**config.mk**
```make
export PLATFORM = sky130hd
export DESIGN_NAME = skc_ctrl
export DESIGN_NICKNAME = d
export VERILOG_FILES = /design/src/design/skc_pkg.sv /design/src/design/skc_ctrl.sv
export SDC_FILE = /design/constraint.sdc
export NUM_CORES = 1
export LEC_CHECK = 0
export ABC_AREA = 0
export BUFFER_PORTS_ARGS = -buffer_cell sky130_fd_sc_hd__clkbuf_2
export CORE_MARGIN = 2
export CORE_UTILIZATION = 55
export DETAILED_ROUTE_END_ITERATION = 10
export PLACE_DENSITY = 0.81
export SLEW_MARGIN = 10
export SYNTH_ARGS = -nofsm -noshare
export SYNTH_HDL_FRONTEND = slang
export SYNTH_SLANG_ARGS = --single-unit
```
**constraint.sdc**
```tcl
create_clock -name i_clk -period 3.6 [get_ports i_clk]
set_input_delay 0.54 -clock i_clk [delete_from_list [all_inputs] [get_ports i_clk]]
set_output_delay 0.54 -clock i_clk [all_outputs]
set_load 0.02 [all_outputs]
```
**src/design/skc_pkg.sv**
```systemverilog
// ----------------------------------------------------------------------------
// skc_pkg
// Types, register indexes, step codes and constants of the stereo compressor.
// ----------------------------------------------------------------------------
package skc_pkg;

    typedef struct packed {
        logic signed [23:0] left_in;
        logic signed [23:0] right_in;
    } t_frame_in;

    typedef struct packed {
        logic signed [23:0] left_out;
        logic signed [23:0] right_out;
    } t_frame_out;

    typedef struct packed {
        logic signed [14:0] threshold_db;
        logic [16:0]        inverse_ratio;
        logic [12:0]        knee_width_db;
        logic [15:0]        attack_coeff;
        logic [15:0]        release_coeff;
        logic [16:0]        makeup_gain;
    } t_cfg;

    localparam logic [2:0] CFG_THRESHOLD = 3'd0;
    localparam logic [2:0] CFG_INV_RATIO = 3'd1;
    localparam logic [2:0] CFG_KNEE      = 3'd2;
    localparam logic [2:0] CFG_ATTACK    = 3'd3;
    localparam logic [2:0] CFG_RELEASE   = 3'd4;
    localparam logic [2:0] CFG_MAKEUP    = 3'd5;
    localparam logic [2:0] CFG_ENABLE    = 3'd6;

    localparam logic [4:0] STEP_IDLE  = 5'd0;
    localparam logic [4:0] STEP_NORM  = 5'd1;
    localparam logic [4:0] STEP_LOG1  = 5'd2;
    localparam logic [4:0] STEP_LOG2  = 5'd3;
    localparam logic [4:0] STEP_LOG3  = 5'd4;
    localparam logic [4:0] STEP_LOG4  = 5'd5;
    localparam logic [4:0] STEP_ENV1  = 5'd6;
    localparam logic [4:0] STEP_ENV2  = 5'd7;
    localparam logic [4:0] STEP_ENV3  = 5'd8;
    localparam logic [4:0] STEP_GAIN1 = 5'd9;
    localparam logic [4:0] STEP_GAIN2 = 5'd10;
    localparam logic [4:0] STEP_GAIN3 = 5'd11;
    localparam logic [4:0] STEP_KNEE1 = 5'd12;
    localparam logic [4:0] STEP_KNEE2 = 5'd13;
    localparam logic [4:0] STEP_DIV   = 5'd14;
    localparam logic [4:0] STEP_KNEE3 = 5'd15;
    localparam logic [4:0] STEP_EXP1  = 5'd16;
    localparam logic [4:0] STEP_EXP2  = 5'd17;
    localparam logic [4:0] STEP_EXP3  = 5'd18;
    localparam logic [4:0] STEP_EXP4  = 5'd19;
    localparam logic [4:0] STEP_EXP5  = 5'd20;
    localparam logic [4:0] STEP_EXP6  = 5'd21;
    localparam logic [4:0] STEP_EXP7  = 5'd22;
    localparam logic [4:0] STEP_SCL1  = 5'd23;
    localparam logic [4:0] STEP_SCL2  = 5'd24;
    localparam logic [4:0] STEP_SCL3  = 5'd25;
    localparam logic [4:0] STEP_SCL4  = 5'd26;
    localparam logic [4:0] STEP_DONE  = 5'd27;

    localparam int DIV_BITS = 13;

    localparam logic signed [16:0] LVL_FLOOR = -17'sd24576;
    localparam logic [18:0] DB_PER_OCT = 19'd394566;
    localparam logic [14:0] POLY_K     = 15'd22589;
    localparam logic [15:0] POLY_L     = 16'd42947;
    localparam logic signed [41:0] OCT_PER_DB = 42'sd2786635;

    localparam logic signed [14:0] RST_THRESHOLD = -15'sd5120;
    localparam logic [16:0] RST_INV_RATIO = 17'd65536;
    localparam logic [12:0] RST_KNEE      = 13'd0;
    localparam logic [15:0] RST_ATTACK    = 16'd65400;
    localparam logic [15:0] RST_RELEASE   = 16'd65522;
    localparam logic [16:0] RST_MAKEUP    = 17'd4096;

    typedef struct packed {
        logic [4:0] step;
        logic       load;
        logic       out_load;
    } t_dp_cmd;

    typedef struct packed {
        logic norm_done;
        logic knee;
    } t_dp_stat;

endpackage

```
**src/design/skc_ctrl.sv**
```systemverilog
// ----------------------------------------------------------------------------
// skc_ctrl
// Sequencer of the compressor: steps the datapath and owns both handshakes.
// ----------------------------------------------------------------------------
module skc_ctrl (
    input  logic              i_clk,
    input  logic              i_rst_n,
    input  logic              i_in_valid,
    output logic              o_in_ready,
    output logic              o_out_valid,
    input  logic              i_out_ready,
    input  logic              i_enable,
    input  skc_pkg::t_dp_stat i_stat,
    output skc_pkg::t_dp_cmd  o_cmd
);
    import skc_pkg::*;

    logic [4:0] r_state, n_state;
    logic [3:0] r_cnt, n_cnt;
    logic       r_ovalid, n_ovalid;
    logic       w_accept;
    logic       w_slot;

    assign o_in_ready  = (r_state == STEP_IDLE);
    assign o_out_valid = r_ovalid;
    assign w_accept    = i_in_valid && o_in_ready;
    assign w_slot      = !r_ovalid || i_out_ready;

    always_comb begin
        n_state = r_state;
        n_cnt   = r_cnt;
        case (r_state)
            STEP_IDLE: begin
                if (w_accept) begin
                    n_state = i_enable ? STEP_NORM : STEP_DONE;
                end
            end
            STEP_NORM: begin
                if (i_stat.norm_done) begin
                    n_state = STEP_LOG1;
                end
            end
            STEP_LOG1:  n_state = STEP_LOG2;
            STEP_LOG2:  n_state = STEP_LOG3;
            STEP_LOG3:  n_state = STEP_LOG4;
            STEP_LOG4:  n_state = STEP_ENV1;
            STEP_ENV1:  n_state = STEP_ENV2;
            STEP_ENV2:  n_state = STEP_ENV3;
            STEP_ENV3:  n_state = STEP_GAIN1;
            STEP_GAIN1: n_state = STEP_GAIN2;
            STEP_GAIN2: n_state = STEP_GAIN3;
            STEP_GAIN3: n_state = i_stat.knee ? STEP_KNEE1 : STEP_EXP1;
            STEP_KNEE1: n_state = STEP_KNEE2;
            STEP_KNEE2: begin
                n_state = STEP_DIV;
                n_cnt   = '0;
            end
            STEP_DIV: begin
                n_cnt = r_cnt + 4'd1;
                if (r_cnt == 4'(DIV_BITS - 1)) begin
                    n_state = STEP_KNEE3;
                end
            end
            STEP_KNEE3: n_state = STEP_EXP1;
            STEP_EXP1:  n_state = STEP_EXP2;
            STEP_EXP2:  n_state = STEP_EXP3;
            STEP_EXP3:  n_state = STEP_EXP4;
            STEP_EXP4:  n_state = STEP_EXP5;
            STEP_EXP5:  n_state = STEP_EXP6;
            STEP_EXP6:  n_state = STEP_EXP7;
            STEP_EXP7:  n_state = STEP_SCL1;
            STEP_SCL1:  n_state = STEP_SCL2;
            STEP_SCL2:  n_state = STEP_SCL3;
            STEP_SCL3:  n_state = STEP_SCL4;
            STEP_SCL4:  n_state = STEP_DONE;
            STEP_DONE: begin
                if (w_slot) begin
                    n_state = STEP_IDLE;
                end
            end
            default:    n_state = STEP_IDLE;
        endcase
    end

    always_comb begin
        n_ovalid = r_ovalid;
        if (r_state == STEP_DONE && w_slot) begin
            n_ovalid = 1'b1;
        end else if (i_out_ready) begin
            n_ovalid = 1'b0;
        end
    end

    always_ff @(posedge i_clk) begin
        if (!i_rst_n) begin
            r_state  <= STEP_IDLE;
            r_cnt    <= '0;
            r_ovalid <= 1'b0;
        end else begin
            r_state  <= n_state;
            r_cnt    <= n_cnt;
            r_ovalid <= n_ovalid;
        end
    end

    assign o_cmd.step     = r_state;
    assign o_cmd.load     = w_accept;
    assign o_cmd.out_load = (r_state == STEP_DONE) && w_slot;

endmodule

```
# After elaboration in Yosys (flattened, before gate mapping)

Cells that the tools add are included.

$mul: 0
Equality and inequality tests: 32
Reductions and logical operators: 8
Bitwise gates (word level): 0
Div/mod/pow operators: 0
Magnitude comparators: 0
Shifts and indexed selects: 0
Multiplexer cells: 10
$add $sub $neg: 1

Operators with widths:

| kind                | count |
|---|---|
| $pmux 5 s28         | 1 |
| $eq 5x5->1 const B  | 12 |
| $eq 5x4->1 const B  | 8 |
| $mux 5              | 6 |
| $eq 5x3->1 const B  | 4 |
| $eq 5x2->1 const B  | 2 |
| $pmux 4 s2          | 1 |
| $ne 2x2->1 const B  | 3 |
| $eq 5x1->1 const B  | 1 |
| $logic_not 5->1     | 1 |
| $add 4x1->4 const B | 1 |
| $eq 4x4->1 const B  | 1 |
| $reduce_and 4->1    | 1 |
| $reduce_bool 2->1   | 2 |
| $logic_and 1x1->1   | 2 |
| $mux 1              | 2 |
| $ne 2x1->1 const B  | 1 |
| $logic_not 1->1     | 1 |
| $logic_or 1x1->1    | 1 |

Bits in read-only memories: 0
Output and inout port bits: 9
Word-level logic and storage cells: 54
Bits of input ports: 7
Bits in latches: 0
Bits in writable memories: 0
Flip-flop bits (word level): 10
Memories: 0

# Longest topological paths before layout

Gate-level depths: netlist (run 1).

Word-level depth: 4
Gate-level depth with buffers: 6
Mapped depth without buffers: 6

# Worst setup path before layout (run 1)

OpenSTA, ideal clock, no wires.

Path type: register -> output
Start: register r_state[2]
End: output o_cmd[1] in the netlist's numbering
Slack: 1.488 ns
Arrival time: 1.572 ns
Required time: 3.060 ns
Buffers on the path: 1
Stages on the path, launching flop included: 5
Cells stage by stage: dfxtp_1 or4_4 nor2_1 and2_1 buf_4

Longest elaborated chain between the ends: 2

RTL lines:

| item                     | line            | text |
|---|---|---|
| start: declaration       | skc_ctrl.sv:18  | `logic [4:0] r_state, n_state;` |
| start signal: assignment | skc_ctrl.sv:100 | `r_state <= n_state;` |
| $logic_not 5->1          | skc_ctrl.sv:24  | `assign o_in_ready = (r_state == STEP_IDLE);` |
| net o_in_ready           | skc_ctrl.sv:9   | `output logic o_in_ready,` |
| $logic_and 1x1->1        | skc_ctrl.sv:26  | `assign w_accept = i_in_valid && o_in_ready;` |
| end: declaration         | skc_ctrl.sv:14  | `output skc_pkg::t_dp_cmd o_cmd` |

The timed path passes the listed nets, and every way through them passes these cells.

==> results of run 1 <==
## flip-flops by register name (all words and copies together), names as in the netlist
| signal | cells |
|---|---|
| r_state | 5 |
| o_out_valid | 1 |
| r_cnt | 4 |
## power groups by stage
stage                     sequential, mW  combinational, mW  clock, mW
after floorplan                    0.185              0.220          0
after global placement             0.199              0.261          0
after detailed placement           0.202              0.263          0
after CTS                          0.198              0.267      0.103
after global routing               0.206              0.295      0.110
final                              0.198              0.265      0.103
## cells by family after synthesis
logic type	Yosys count	share of synthesized area [%]
DFF	10	27.9
and+or+nand+nor	48	39.1
AOI/OAI and AO/OA	22	21.1
buffers and inverters	11	6.98
adders and majority gates	2	3.49
muxes	1	1.40
## worst paths after layout
kind                            startpoint    endpoint  slack [ns]  depth (start not counted)
worst min-delay path              r_cnt[3]    r_cnt[3]        0.53                          2
worst max register to register  r_state[2]  r_state[1]        1.75                          4
worst max-delay path            r_state[2]    o_cmd[1]        1.35                          4
worst min register to register    r_cnt[3]    r_cnt[3]        0.53                          2
## worst max-delay path, delay by kind of cell (launching register included)
| kind | cells | cell delay (ns) |
|---|---|---|
| buffers and inverters | 1 | 0.16 |
| AND/OR/NAND/NOR | 3 | 0.85 |
| flip-flops | 1 | 0.43 |
## routing by layer
layer | wire, µm | vias to the layer above | global-route usage (%)
li1 | - | 360 | -
met5 | 0 | - | 0
met4 | 21 | 0 | 10.3
met1 | 737 | 317 | 29.2
met3 | 67 | 4 | 5.00
met2 | 671 | 23 | 31.0
## metrics by stage
step	instances	area [µm²]	utilization (%)	total power, mW
after global routing	120	808	64.5	0.611
after detailed placement	116	772	61.6	0.465
after global placement	116	772	61.6	0.460
final	120	808	64.5	0.566
after floorplan	94	717	-	0.405
after CTS	120	808	64.5	0.568
## cell usage in the layout, fill, tap and decap left out, types with 4 or more instances in the layout
master      n
nand2_1     9
a21oi_1     5
nand2b_1    4
clkbuf_2   15
dfxtp_1    10
nor3_1      5
nor2b_1     7
and2_1      5
o2bb2ai_1   4
## area by class of cell
type	count	area (µm²)
multi-input combinational	73	467
fill	110	444
sequential	10	200
timing repair buffer	15	75.1
clock buffer	4	36.3
tap	15	18.8
inverter	3	11.3
==> results.md, run 1 <==
- Run status: completed
- Vias in the first global route: between 400 and 500
- Placer Congestion: about 0.77
- Area contributors post-synth: dfxtp_1 28%, nor2b_1 6.1%, o2bb2ai_1 4.9%, nand2_1 4.7%, and2_1 4.4%
- Vias per Instance: a little under 6
- RSZ-0062 raised after global routing: no
- Root buffer cell: clkbuf_4
- Distinct cells, synth: 37
- Count leader, synth: dfxtp_1
- Hold WC Path Type: flop to flop
- Req. time, crit path: around 3.1 ns
- NetSw: about 0.25 mW
- EDFF count, synth: 0
- TritonCTS Buffers: 3
- Maxcap violations: 0
- Nets: between 100 and 150
- Worst-path fanout max: 14
- Setup violations, final: 0
- Combinational share of power: 46.7%
- Via count: ~700
- Final Cycle Share: a little over three fifths
- Pins Over Slew Limit: 0
- Gate Count Post-Synth: 94
- Initial DRC count: 24
- Critical path class: flop to output pin
- Hold WS: approximately 0.53 ns
- Die X-Extent: 40.1 µm
- Clk_lat worst skew: ~0.27 ns
- Drt pass-1 iters: 4
- CP Cell Sequence: or4_4 -> nor2_1 -> and2_1 -> clkbuf_2
- Minimum clock period: 2.25 ns
- Die area: around 1600 µm²
- Post-route ant nets: 0
- Top_reg_cell synth: dfxtp_1
- Worst Slack Setup Final: roughly 1.3 ns
- Die height: 40.1 µm
- Setup WS pre-CTS: 1.63 ns
- Cell-internal power: 0.314 mW
- Post-cts hold buffer count: 0
- Slowest cell on crit path: or4_4
- Area growth syn-to-layout: 12.7%
- Post-cts sizing count: 0
- Initial antenna violation count: 0
- CP Launch Type: flop
- Clk buf depth: 2
- Clk pin slew, worst setup/hold paths: around 0.070 ns
- Avg WL per Cell: around 12 µm
- Ant diodes: 0
- Setup TNS: 0 ns
- Fmax: around 440 MHz
- Register area share after synthesis: between 20% and 30%
- Mapped Area: 717 µm²
- Clock share of power: a little under a fifth
- Core footprint: 1250 µm²
- Slew Limit Headroom: about two thirds
- Worst setup EP type: output pin
- Crit path largest cell delay: roughly 0.6 ns
- Synthesized Nets: slightly above 100
- First-pass GRT wire length: around 2200 µm
- Top post-synthesis cells by count: 10 x dfxtp_1, 9 x nand2_1, 7 x nor2b_1
- Share of layout cells above drive strength 1: between 20% and 30%
- I/O pins: 16
- Post-CTS setup buffer count: 0
- Peak VDD IR: 0.290 mV
- PwrDens: about 700 nW/µm²
- Yosys top cell area share: around 28%
- DRT Wirelength: about 1500 µm
- Yosys Warn Count: 0
- Final hold viol count: 0
- H-Tree Depth: 1
- Grt total ovfl: 0
- Sequential group share of total power: between 30% and 40%
- Floorplan row count: 13
- Net Sw Frac: about 45%
- Leak pwr: 0.328 nW
- Post-synth ARST share: 0%
- CTS sink cnt: 10
- Leading area contributor after synthesis: dfxtp_1
- Mapped Avg Cell Area: ~7.6 µm²
- FF+latch count, synth: 10
- Clock Skews: 0.00473 ns
- Buffers on Ports: 15
- DP HPWL: 1060 µm
- CP Data Arrival Time: approximately 1.7 ns
- CTS tree: yes
- Initial core utilization: a little under three fifths
- Overall Global Routing Usage: a little over a fifth
- Largest net degree at the start of global routing: 17
- Worst-Margin Slew: between 0.4 and 0.5 ns
- # DRC: 0
(Power assumes the default switching activity.)
==> inputs of run 2 (changes only) <==
Settings changed: CORE_UTILIZATION 55 to 46, PLACE_DENSITY 0.81 to 0.72.
Clock period 3.6 ns to 2.05 ns, I/O delays scaled along.
==> results.md, run 2 (synthesis gave the netlist of run 1 again) <==
- Overall Global Routing Usage: 17.7% (was 21.4%)
- Most frequent cells in the layout: 15 x clkbuf_2, 9 x nand2_1, 9 x dfxtp_1 (was 15 x clkbuf_2, 10 x dfxtp_1, 9 x nand2_1)
- First-pass GRT wire length: 2490 µm (was 2250 µm)
- CP Data Arrival Time: 1.62 ns (was 1.71 ns)
- Register Area: 201 µm² (was 200 µm²)
- Initial antenna violation count: 0 (unchanged)
- Vias in the first global route: 578 (was 493)
- Die height: 43.5 µm (was 40.1 µm)
- RSZ-0062 raised after global routing: no (unchanged)
- DRT Wirelength: 1490 µm (was 1500 µm)
- Die area: 1890 µm² (was 1610 µm²)
- Post-route ant nets: 0 (unchanged)
- Ant diodes: 0 (unchanged)
- Maxcap violations: 0 (unchanged)
- Drt pass-1 iters: 4 (unchanged)
- Final hold viol count: 0 (unchanged)
- Placer Congestion: 0.831 (was 0.774)
- Sequential group share of total power: 31.8% (was 35.0%)
- DP HPWL: 1110 µm (was 1060 µm)
- Worst-Margin Slew: 0.335 ns (was 0.495 ns)
- Area growth syn-to-layout: 15.4% (was 12.7%)
- H-Tree Depth: 1 (unchanged)
- Setup TNS: 0 ns (unchanged)
- Initial core utilization: 48.2% (was 57.2%)
- Critical path class: flop to output pin (unchanged)
- Layout Cells excl Fill: 124 (was 120)
- CP Cell Sequence: or4_4 -> nor2_1 -> and2_1 -> clkbuf_2 (unchanged)
- Initial DRC count: 12 (was 24)
- Fmax: between 500 and 600 MHz
- Post-CTS setup buffer count: 0 (unchanged)
- Floorplan row count: 14 (was 13)
- Largest reg by FF count: r_state (unchanged)
- Multi-input combinational cell area: 467 µm² (unchanged)
- Vias per Instance: 5.87 (about the same)
- Req. time, crit path: 1.74 ns (was 3.06 ns)
- CP Launch Type: flop (unchanged)
- Commonest non-fill, non-tap cell in the layout: clkbuf_2 (unchanged)
- Run status: completed (unchanged)
- PwrDens: 1190 nW/µm² (was 701 nW/µm²)
- Critical Path Stages: 4 (unchanged)
- CTS tree: yes (unchanged)
- Clk buf depth: 2 (unchanged)
- Root buffer cell: clkbuf_4 (unchanged)
- Leak pwr: 0.343 nW (was 0.328 nW)
- Largest register FFs: 5 (unchanged)
- Largest net degree at the start of global routing: 14 (was 17)
- Net Sw Frac: 45.4% (was 44.6%)
- Combinational share of power: 54.5% (was 46.7%)
- Worst setup EP type: output pin (unchanged)
- Slowest cell on crit path: or4_4 (unchanged)
- Clk pin slew, worst setup/hold paths: 0.07 ns (about the same)
- Post-cts hold buffer count: 0 (unchanged)
- Placed cells: 121 (was 116)
- NetSw: 0.447 mW (was 0.253 mW)
- I/O pins: 16 (unchanged)
- Via count: 728 (was 704)
- Die X-Extent: 43.5 µm (was 40.1 µm)
- Share of layout cells above drive strength 1: 25.0% (was 21.9%)
- Buffers on Ports: 15 (unchanged)
- Critical path's top delay family: simple AND/OR/NAND/NOR gates (unchanged)
- Cell-internal power: 0.537 mW (was 0.314 mW)
- Clock share of power: 13.7% (was 18.3%)
- # fillers: 132 (was 110)
- Worst-path fanout max: 12 (was 14)
- Core footprint: 1490 µm² (was 1250 µm²)
- R2r worst-path depth: 4 (unchanged)
- Crit path largest cell delay: 0.54 ns (was 0.59 ns)
- Minimum clock period: 1.92 ns
- TritonCTS Buffers: 3 (unchanged)
- Peak VDD IR: 0.823 mV (was 0.290 mV)
- Avg WL per Cell: 12.0 µm (was 12.5 µm)
- Clock Skews: 0.0157 ns (was 0.00473 ns)
- Nets: 119 (was 115)
- Pins Over Slew Limit: 0 (unchanged)
- Clk_lat worst skew: 0.27 ns (about the same)
- Slew Limit Headroom: 77.7% (was 66.5%)
- Final Cycle Share: ~94%
- Worst hold stages: 3 (was 2)
- Buf/Inv on CP: 1 (unchanged)
- CTS sink cnt: 10 (unchanged)
- Hold WC Path Type: input port to flop (was flop to flop)
- Post-cts sizing count: 0 (unchanged)
- # DRC: 0 (unchanged)
- Grt total ovfl: 0 (unchanged)
- Setup violations, final: 0 (unchanged)
## run 2: power by group through the flow
stage               registers (mW)  clock network [mW]  logic, mW
detailed placement           0.314                   0      0.531
global route                 0.324               0.147      0.588
CTS                          0.309               0.140      0.534
floorplan                    0.325                   0      0.386
global placement             0.309                   0      0.528
finish                       0.313               0.135      0.536
## run 2: routing by layer
layer  GRT usage (%)  wire length (µm)
met5               0                 0
met4            4.85                 0
met3            7.50                92
met2            25.4               667
met1            24.3               731
## run 2: layout make-up
cell class              count  area share [%]
multi-input cells          73            56.4
flip-flops and latches     10            24.4
repair buffers             19            12.7
clock buffers               3            2.72
well taps                  16            2.42
inverters                   3            1.36
## run 2: path summary, 6_finish.rpt
check	from	end	slack, ns
worst min-delay path	i_out_ready	o_out_valid	0.36
worst max register to register	r_state[3]	r_state[1]	0.30
worst min register to register	r_cnt[3]	r_cnt[3]	0.50
worst max-delay path	r_state[3]	o_cmd[1]	0.13
## run 2: stage by stage
stage / util, % / setup slack, ns / power [mW] / hold WS, ns / cell area (µm²)
floorplan: - / 0.171 / 0.711 / 0.447 / 717
global placement: 53.9 / 0.329 / 0.838 / 0.483 / 803
detailed placement: 53.9 / 0.282 / 0.845 / 0.498 / 803
CTS: 55.5 / 0.0770 / 0.983 / 0.362 / 826
global route: 55.5 / 0.0464 / 1.06 / 0.383 / 827
finish: 55.5 / 0.125 / 0.984 / 0.361 / 827
## run 2: worst min-delay path, stage by stage
cell and delay [ns]:
clkbuf_2 0.08, nor2b_1 0.05, o21a_1 0.16
